**src/sv/roman_pkg.sv**
```systemverilog
`timescale 1ns / 1ps
`default_nettype none

package roman_pkg;

    // Field widths
    localparam int VALUE_W  = 12;
    localparam int SYMBOL_W = 8;

    // Largest value that has a standard numeral
    localparam logic [VALUE_W-1:0] MAX_VALUE = 12'd3999;

    // Greedy table: M CM D CD C XC L XL X IX V IV I
    localparam int NUM_ENTRIES = 13;
    localparam int IDX_W       = $clog2(NUM_ENTRIES);

    // ASCII symbols
    localparam logic [SYMBOL_W-1:0] CH_NONE = 8'h00;
    localparam logic [SYMBOL_W-1:0] CH_I    = 8'h49;
    localparam logic [SYMBOL_W-1:0] CH_V    = 8'h56;
    localparam logic [SYMBOL_W-1:0] CH_X    = 8'h58;
    localparam logic [SYMBOL_W-1:0] CH_L    = 8'h4C;
    localparam logic [SYMBOL_W-1:0] CH_C    = 8'h43;
    localparam logic [SYMBOL_W-1:0] CH_D    = 8'h44;
    localparam logic [SYMBOL_W-1:0] CH_M    = 8'h4D;

    // Sequencer states
    typedef enum logic [1:0] {
        ST_IDLE,
        ST_SCAN,
        ST_SECOND
    } t_state;

    // Weight of each table entry
    function automatic logic [VALUE_W-1:0] roman_weight(input logic [IDX_W-1:0] idx);
        logic [VALUE_W-1:0] w;
        case (idx)
            4'd0:    w = 12'd1000;
            4'd1:    w = 12'd900;
            4'd2:    w = 12'd500;
            4'd3:    w = 12'd400;
            4'd4:    w = 12'd100;
            4'd5:    w = 12'd90;
            4'd6:    w = 12'd50;
            4'd7:    w = 12'd40;
            4'd8:    w = 12'd10;
            4'd9:    w = 12'd9;
            4'd10:   w = 12'd5;
            4'd11:   w = 12'd4;
            default: w = 12'd1;
        endcase
        return w;
    endfunction

    // First character of each entry
    function automatic logic [SYMBOL_W-1:0] roman_first(input logic [IDX_W-1:0] idx);
        logic [SYMBOL_W-1:0] c;
        case (idx)
            4'd0:    c = CH_M;
            4'd1:    c = CH_C;
            4'd2:    c = CH_D;
            4'd3:    c = CH_C;
            4'd4:    c = CH_C;
            4'd5:    c = CH_X;
            4'd6:    c = CH_L;
            4'd7:    c = CH_X;
            4'd8:    c = CH_X;
            4'd9:    c = CH_I;
            4'd10:   c = CH_V;
            4'd11:   c = CH_I;
            default: c = CH_I;
        endcase
        return c;
    endfunction

    // Second character of a subtractive entry, none otherwise
    function automatic logic [SYMBOL_W-1:0] roman_second(input logic [IDX_W-1:0] idx);
        logic [SYMBOL_W-1:0] c;
        case (idx)
            4'd1:    c = CH_M;
            4'd3:    c = CH_D;
            4'd5:    c = CH_C;
            4'd7:    c = CH_L;
            4'd9:    c = CH_X;
            4'd11:   c = CH_V;
            default: c = CH_NONE;
        endcase
        return c;
    endfunction

endpackage

`default_nettype wire

```
**src/sv/int_to_roman_encoder_unit.sv**
```systemverilog
`timescale 1ns / 1ps
`default_nettype none
// Integer to Roman numeral encoder.
//
// Input: pulse i_start with i_value (12 bits) while o_busy is low; the
// transfer happens at that clock edge. Output: one ASCII character per
// o_strobe cycle on o_symbol, most significant symbol first, o_last on the
// final one. The receiver takes every strobed result and cannot stall.
//
// Out-of-range value (zero or above 3999): one result with symbol 0,
// o_last and o_bad_value set, in the cycle after the transfer; o_busy
// stays low, so a new item may follow at once.
//
// Valid value: a small sequencer walks a 13-entry greedy table (1000, 900,
// 500 ... 1) with one shared compare/subtract unit. Each cycle either emits
// a character and subtracts, or steps to the next entry; a subtractive
// pair subtracts its whole weight with its first character and steps to
// the next entry with its second. A numeral has at most 15 characters.
// o_busy falls in the cycle that shows the last character.
//
// Reset clears the sequencer and the strobe; no result is pending after it.
module int_to_roman_encoder_unit
    import roman_pkg::*;
(
    input  wire                 i_clk,
    input  wire                 i_rst_n,
    input  wire                 i_start,
    input  wire [VALUE_W-1:0]   i_value,
    output logic                o_busy,
    output logic                o_strobe,
    output logic [SYMBOL_W-1:0] o_symbol,
    output logic                o_last,
    output logic                o_bad_value
);

    t_state              r_state,  n_state;
    logic [VALUE_W-1:0]  r_rem,    n_rem;
    logic [IDX_W-1:0]    r_idx,    n_idx;
    logic                r_strobe, n_strobe;
    logic [SYMBOL_W-1:0] r_symbol, n_symbol;
    logic                r_last,   n_last;
    logic                r_bad,    n_bad;

    // Shared compare/subtract unit
    logic [VALUE_W-1:0]  weight;
    logic [VALUE_W-1:0]  diff;
    logic                fits;
    logic                in_bad;

    assign weight = roman_weight(r_idx);
    assign fits   = (r_rem >= weight);
    assign diff   = r_rem - weight;
    assign in_bad = (i_value == '0) || (i_value > MAX_VALUE);

    // Control registers
    always_ff @(posedge i_clk) begin
        if (!i_rst_n) begin
            r_state  <= ST_IDLE;
            r_strobe <= 1'b0;
        end else begin
            r_state  <= n_state;
            r_strobe <= n_strobe;
        end
    end

    // Datapath and result registers
    always_ff @(posedge i_clk) begin
        r_rem    <= n_rem;
        r_idx    <= n_idx;
        r_symbol <= n_symbol;
        r_last   <= n_last;
        r_bad    <= n_bad;
    end

    // Sequencer: next state and results
    always_comb begin
        n_state  = r_state;
        n_rem    = r_rem;
        n_idx    = r_idx;
        n_strobe = 1'b0;
        n_symbol = r_symbol;
        n_last   = r_last;
        n_bad    = r_bad;
        case (r_state)
            ST_IDLE: begin
                if (i_start) begin
                    if (in_bad) begin
                        n_strobe = 1'b1;
                        n_symbol = CH_NONE;
                        n_last   = 1'b1;
                        n_bad    = 1'b1;
                    end else begin
                        n_rem   = i_value;
                        n_idx   = '0;
                        n_state = ST_SCAN;
                    end
                end
            end
            ST_SCAN: begin
                if (fits) begin
                    n_strobe = 1'b1;
                    n_symbol = roman_first(r_idx);
                    n_bad    = 1'b0;
                    n_rem    = diff;
                    if (roman_second(r_idx) != CH_NONE) begin
                        n_last  = 1'b0;
                        n_state = ST_SECOND;
                    end else begin
                        n_last = (diff == '0);
                        if (diff == '0) begin
                            n_state = ST_IDLE;
                        end
                    end
                end else begin
                    n_idx = r_idx + {{(IDX_W-1){1'b0}}, 1'b1};
                end
            end
            ST_SECOND: begin
                // remainder already reduced by the whole pair
                n_strobe = 1'b1;
                n_symbol = roman_second(r_idx);
                n_bad    = 1'b0;
                n_last   = (r_rem == '0);
                n_idx    = r_idx + {{(IDX_W-1){1'b0}}, 1'b1};
                n_state  = (r_rem == '0) ? ST_IDLE : ST_SCAN;
            end
            default: begin
                n_state = ST_IDLE;
            end
        endcase
    end

    assign o_busy      = (r_state != ST_IDLE);
    assign o_strobe    = r_strobe;
    assign o_symbol    = r_symbol;
    assign o_last      = r_last;
    assign o_bad_value = r_bad;

endmodule

`default_nettype wire

```
**config.mk**
```make
export PLATFORM = sky130hd
export DESIGN_NAME = int_to_roman_encoder_unit
export DESIGN_NICKNAME = d
export VERILOG_FILES = /design/src/sv/roman_pkg.sv /design/src/sv/int_to_roman_encoder_unit.sv
export SDC_FILE = /design/constraint.sdc
export NUM_CORES = 1
export LEC_CHECK = 0
export ABC_AREA = 1
export BUFFER_PORTS_ARGS = -buffer_cell sky130_fd_sc_hd__buf_2
export CAP_MARGIN = 30
export CORE_MARGIN = 2
export CORE_UTILIZATION = 64
export CTS_CLUSTER_DIAMETER = 80
export DETAILED_ROUTE_END_ITERATION = 8
export PLACE_DENSITY = 0.85
export SKIP_CTS_REPAIR_TIMING = 1
export SYNTH_ARGS = -nofsm -noshare
export SYNTH_HDL_FRONTEND = slang
export SYNTH_SLANG_ARGS = --single-unit
```
**constraint.sdc**
```tcl
create_clock -name i_clk -period 5.75 [get_ports i_clk]
set_input_delay 0.2875 -clock i_clk [delete_from_list [all_inputs] [get_ports i_clk]]
set_output_delay 0.2875 -clock i_clk [all_outputs]
set_load 0.02 [all_outputs]
```
==> results.md, run 1 <==
* Grt total ovfl at 0
* Max-slew violation count at 0
* Root Driver: clkbuf_8
* CORE AREA at 4380 µm²
* # DRC at 0
* Number of global-route vias before repair at 2,496
* Clock latency on the worst-skew pair at 0.30 ns
* RD Place Congestion at 0.953
* DR iter-0 viols at 189
* Site row count at 24
* Syn. warnings at 0
* Met2 WL post-DR at 3090 µm
* Placed wire-length estimate at 5160 µm
* Crit Path Category: reg -> reg
* Max Cap Violations at 0
* Die width at 71.6 µm
* Initial Util at 66.6%
* Top-area cell type share of the netlist area at 24.7%
* I/O pins at 27
* Routed wire length at 6600 µm
* Synthesized area at 2920 µm²
* Final hold violations at 0
* CP Max Fanout at 6
* Worst setup SP type: flop
* Top cells by area, synth: edfxtp_1 (25%), nand2_1 (16%), dfxtp_1 (12%)
* Crit end category: flop
* Die area at 5120 µm²
* Synth area leader: edfxtp_1
* Post-route ant nets at 0
* Commonest non-fill, non-tap cell in the layout: nand2_1
* RSZ-0062 raised after global routing: false
* Synth Register Bits at 41
* Post-Synthesis Cells at 410
* Slew @ Worst Pin at 0.715 ns
* Reg clk slew, reported paths at 0.08 ns
* CTS HTree Levels at 2
* TritonRoute pass-1 iters at 7
* Unique cell type count in the Yosys netlist at 42
* Setup TNS at 0 ns
* Worst min path class: in -> reg
* Syn_area_per_cell at 7.13 µm²
* Dpl cells at 478
* Fillers at 367
* Most frequent cells in the layout: nand2_1 (126), inv_1 (63), nor2_1 (36)
* Area after DPL at 3050 µm²
* Ant. Diodes at 0
* Min Tclk post-route at 2.88 ns
* Global-route wire length before repair at 10,900 µm
* Worst Skew at 0.00718 ns
* Crit. Startpoint: r_rem[0]$_DFFE_PP_
* Setup-failing EPs final at 0
* Max Root-Sink Buffers at 2
* Met1 WL at 2910 µm
* Maximum clock rate at 347 MHz
* Final instance count without filler cells at 486
* Final Net Count at 470
* Register area share after synthesis at 36.3%
* CTS Sinks at 41
* Slew HR at 52.4%
* Area grow syn2layout at 8.35%
* Status: completed
* WL/cell at 13.6 µm
* Share of layout cells above drive strength 1 at 12.4%
* Via count at 2,665
* Total track usage at 27.6%
* CP required at 5.98 ns
* Via/cell ratio at 5.48
* Largest net degree at the start of global routing at 20
* Total CTS buffers at 5
* WP data arrival at 3.11 ns
* CTS tree: built
* Top Metal Used: met4
* Die span in y at 71.6 µm
* Met3 wire length at 388 µm
* Post-layout instance area at 3170 µm²
* Reg2reg start: r_rem[0]$_DFFE_PP_
* PortBufs at 24
* Hold Crit Start: i_rst_n
* Final period util at 50.1%
* Initial antenna violation count at 0
==> kinds of logic (layout without fill, tap and decap cells) <==
group	after synthesis	in the layout	share of synthesized area, %
AO/OA/AOI/OAI	40	40	7.75
XOR/XNOR	2	2	0.600
adder cells (fa/ha/maj)	22	22	9.68
buffers and inverters	76	99	10.6
flip-flops	41	41	36.3
other	1	2	0.128
AND/OR/NAND/NOR	228	228	34.9
==> Yosys cell counts <==
| cell | count |
|---|---|
| buf_4 | 2 |
| conb_1 | 1 |
| buf_2 | 1 |
| nand3_1 | 33 |
| nand4_1 | 6 |
| o21a_1 | 1 |
| nand4_2 | 1 |
| a21oi_1 | 15 |
| o21ai_2 | 1 |
| o21ai_1 | 4 |
| a32oi_1 | 1 |
| buf_6 | 2 |
| nand2_4 | 2 |
| xor2_1 | 1 |
| o221ai_1 | 1 |
| a21oi_2 | 1 |
| edfxtp_1 | 24 |
| nor2_4 | 1 |
| nor2_1 | 36 |
| clkinv_1 | 1 |
| and2_4 | 1 |
| nor2_2 | 2 |
| inv_2 | 3 |
| and3_1 | 1 |
| nand2_1 | 126 |
| nand2_8 | 1 |
| nor3_1 | 3 |
| nand3_2 | 1 |
| or2_1 | 1 |
| fa_1 | 1 |
| xnor2_1 | 1 |
| o21ai_0 | 10 |
| nor4_1 | 2 |
| nor3b_1 | 1 |
| clkbuf_1 | 4 |
| inv_1 | 63 |
| ha_1 | 21 |
| nand3b_1 | 2 |
| dfxtp_1 | 17 |
| nand2_2 | 8 |
| a31oi_1 | 5 |
| o211ai_1 | 1 |
==> final timing paths <==
path,to,slack (ns),cells past startpoint
max reg2reg,weight[1]$_DFF_P_,2.87,17
min reg2reg,r_state[1]$_SDFFE_PN0P_,0.56,2
max,weight[1]$_DFF_P_,2.87,17
min,r_state[1]$_SDFFE_PN0P_,0.22,3
==> metal layers <==
layer / track usage [%] / vias to the layer above
li1: - / 1354
met1: 35.6 / 1208
met2: 45.1 / 83
met3: 6.05 / 20
met4: 11.1 / 0
met5: 0 / -
==> critical path, cell delays in order (launching register included) <==
cell      delay [ns]
edfxtp_1        0.40
inv_1           0.07
ha_1            0.13
inv_1           0.08
fa_1            0.44
nand2_1         0.09
nand2_1         0.09
and2_4          0.15
nand3_2         0.05
nand4_2         0.14
nand2_4         0.15
nand3b_1        0.09
nand2_1         0.19
inv_1           0.14
ha_1            0.34
inv_1           0.06
nand2_1         0.06
a21oi_1         0.14
==> stage by stage <==
stage / hold WS, ns / setup WS (ns) / util, %
2_1_floorplan: 0.408 / 3.19 / -
3_3_place_gp: 0.525 / 3.00 / 69.6
3_5_place_dp: 0.542 / 2.92 / 69.6
4_1_cts: 0.217 / 2.90 / 72.2
5_1_grt: 0.233 / 2.65 / 72.2
6_report: 0.223 / 2.87 / 72.2
==> area by class of cell <==
cell class	instances	area, µm²	area share [%]
flip-flops and latches	41	1060	33.5
repair buffers	24	120	3.79
clock buffers	5	68.8	2.17
clock inverters	3	43.8	1.38
multi-input cells	294	1560	49.1
inverters	67	251	7.94
well taps	52	65.1	2.06
Power of run 1 is not shown: default switching activity piles up to over one toggle a cycle in this logic, so the estimate is an artifact.
==> run 2: changes to the inputs <==
--- a/config.mk
+++ b/config.mk
@@ -9,10 +9,10 @@
 export BUFFER_PORTS_ARGS = -buffer_cell sky130_fd_sc_hd__buf_2
 export CAP_MARGIN = 30
 export CORE_MARGIN = 2
-export CORE_UTILIZATION = 64
+export CORE_UTILIZATION = 54
 export CTS_CLUSTER_DIAMETER = 80
 export DETAILED_ROUTE_END_ITERATION = 8
-export PLACE_DENSITY = 0.85
+export PLACE_DENSITY = 0.76
 export SKIP_CTS_REPAIR_TIMING = 1
 export SYNTH_ARGS = -nofsm -noshare
 export SYNTH_HDL_FRONTEND = slang
==> constraint.sdc (replaced) <==
create_clock -name i_clk -period 2.5 [get_ports i_clk]
set_input_delay 0.125 -clock i_clk [delete_from_list [all_inputs] [get_ports i_clk]]
set_output_delay 0.125 -clock i_clk [all_outputs]
set_load 0.02 [all_outputs]
==> results.md, run 2 (synthesis results as in run 1) <==
* WHS at 0.0828 ns (was 0.223 ns)
* Root Driver: clkbuf_8 (unchanged)
* Final hold violations at 0 (unchanged)
* Max-slew violation count at 0 (unchanged)
* Die width at 77.6 µm (was 71.6 µm)
* Crit path top cell by count: nand2_1
* Min Tclk post-route at 2.44 ns (was 2.88 ns)
* Ant. Diodes at 0 (unchanged)
* Final period util at 97.7% (was 50.1%)
* Critical path cell sequence: inv_1, ha_1, inv_2, fa_2, nand2_1, nand2_1, and2_4, nand3_4, nand4_4, nand2_4, nand3b_1, nand2_4, inv_4, ha_4, nand2_1, nand2_1, nand2_1 (was inv_1, ha_1, inv_1, fa_1, nand2_1, nand2_1, and2_4, nand3_2, nand4_2, nand2_4, nand3b_1, nand2_1, inv_1, ha_1, inv_1, nand2_1, a21oi_1)
* Most frequent cells in the layout: nand2_1 (121), inv_1 (61), nor2_1 (35) (was nand2_1 (126), inv_1 (63), nor2_1 (36))
* WL/cell at 14.0 µm (was 13.6 µm)
* Slowest cell on crit path: edfxtp_1 (was fa_1)
* TritonRoute pass-1 iters at 5 (was 7)
* Worst min path class: in -> reg (unchanged)
* Global-route wire length before repair at 11,800 µm (was 10,900 µm)
* Via/cell ratio at 5.36 (was 5.48)
* Max Cap Violations at 0 (unchanged)
* Maximum clock rate at 410 MHz (was 347 MHz)
* Worst setup SP type: flop (unchanged)
* CTS Sinks at 41 (unchanged)
* Grt total ovfl at 0 (unchanged)
* WP data arrival at 2.64 ns (was 3.11 ns)
* Largest net degree at the start of global routing at 19 (was 20)
* Number of global-route vias before repair at 2,513 (was 2,496)
* Clock latency on the worst-skew pair at 0.29 ns (was 0.30 ns)
* Post-route ant nets at 0 (unchanged)
* Initial Util at 56.5% (was 66.6%)
* CP required at 2.70 ns (was 5.98 ns)
* Final instance count without filler cells at 529 (was 486)
* RSZ-0062 raised after global routing: true (was false)
* Die area at 6010 µm² (was 5120 µm²)
* Crit Path Category: reg -> reg (unchanged)
* PortBufs at 24 (unchanged)
* Cell family with most CP delay: simple AND/OR/NAND/NOR gates (unchanged)
* Setup-failing EPs final at 0 (unchanged)
* Total track usage at 24.7% (was 27.6%)
* Share of layout cells above drive strength 1 at 21.6% (was 12.4%)
* Critical Path Max Stage Delay at 0.40 ns (was 0.44 ns)
* CTS HTree Levels at 2 (unchanged)
* Routed wire length at 7390 µm (was 6600 µm)
* CP Max Fanout at 4 (was 6)
* Dpl cells at 512 (was 478)
* Commonest non-fill, non-tap cell in the layout: nand2_1 (unchanged)
* Status: completed (unchanged)
* Total CTS buffers at 5 (unchanged)
* Final Net Count at 495 (was 470)
* CTS tree: built (unchanged)
* RD Place Congestion at 0.917 (was 0.953)
* DR iter-0 viols at 229 (was 189)
* Site row count at 26 (was 24)
* Max Root-Sink Buffers at 2 (unchanged)
* Reg clk slew, reported paths at 0.09 ns (was 0.08 ns)
* CP bufs+invs at 3 (was 4)
* Die span in y at 77.6 µm (was 71.6 µm)
* Worst Skew at 0.00744 ns (was 0.00718 ns)
* I/O pins at 27 (unchanged)
* Initial antenna violation count at 0 (unchanged)
* # DRC at 0 (unchanged)
* CORE AREA at 5170 µm² (was 4380 µm²)
* Via count at 2,834 (was 2,665)
* Placed wire-length estimate at 5710 µm (was 5160 µm)
* Area grow syn2layout at 20.6% (was 8.35%)
* Crit end category: flop (unchanged)
-- run 2: area by class of cell --
class,count,area (µm²)
repair buffers,48,325
fillers,413,1650
well taps,70,87.6
multi-input cells,295,1710
flip-flops and latches,41,1060
inverters,67,254
clock inverters,3,20.0
clock buffers,5,68.8
-- run 2: path summary, 6_finish.rpt --
| check | startpoint | slack, ns | to | cells past startpoint |
|---|---|---|---|---|
| worst min register to register | r_state[1]$_SDFFE_PN0P_ | 0.56 | r_state[1]$_SDFFE_PN0P_ | 2 |
| worst min-delay path | i_rst_n | 0.08 | r_state[1]$_SDFFE_PN0P_ | 3 |
| worst max register to register | r_rem[0]$_DFFE_PP_ | 0.06 | weight[2]$_DFF_P_ | 17 |
| worst max-delay path | r_rem[0]$_DFFE_PP_ | 0.06 | weight[2]$_DFF_P_ | 17 |
-- run 2: tightest hold or removal path: stages --
cell and delay [ns]:
buf_2 0.12, nand2_1 0.06, nor2_1 0.03
-- run 2: routing by layer --
| layer | vias to the layer above | share of wire (%) | GRT usage (%) |
|---|---|---|---|
| met5 | - | 0 | 0 |
| met4 | 0 | 1.6 | 6.07 |
| met3 | 15 | 6.0 | 3.26 |
| met2 | 123 | 47 | 39.7 |
| met1 | 1291 | 45 | 35.2 |
| li1 | 1405 | - | - |
-- run 2: stage by stage --
stage	setup WS [ns]	util, %	area (µm²)	TNS, ns
after floorplan	0.0299	-	2930	0
after detailed placement	-0.0267	62.4	3230	-0.0724
after global routing	-0.0504	68.1	3520	-0.358
final	0.0582	68.1	3520	0
after CTS	-0.0563	64.1	3310	-0.224
after global placement	0.0463	62.4	3230	0
Power of run 2 is left out for the same reason.
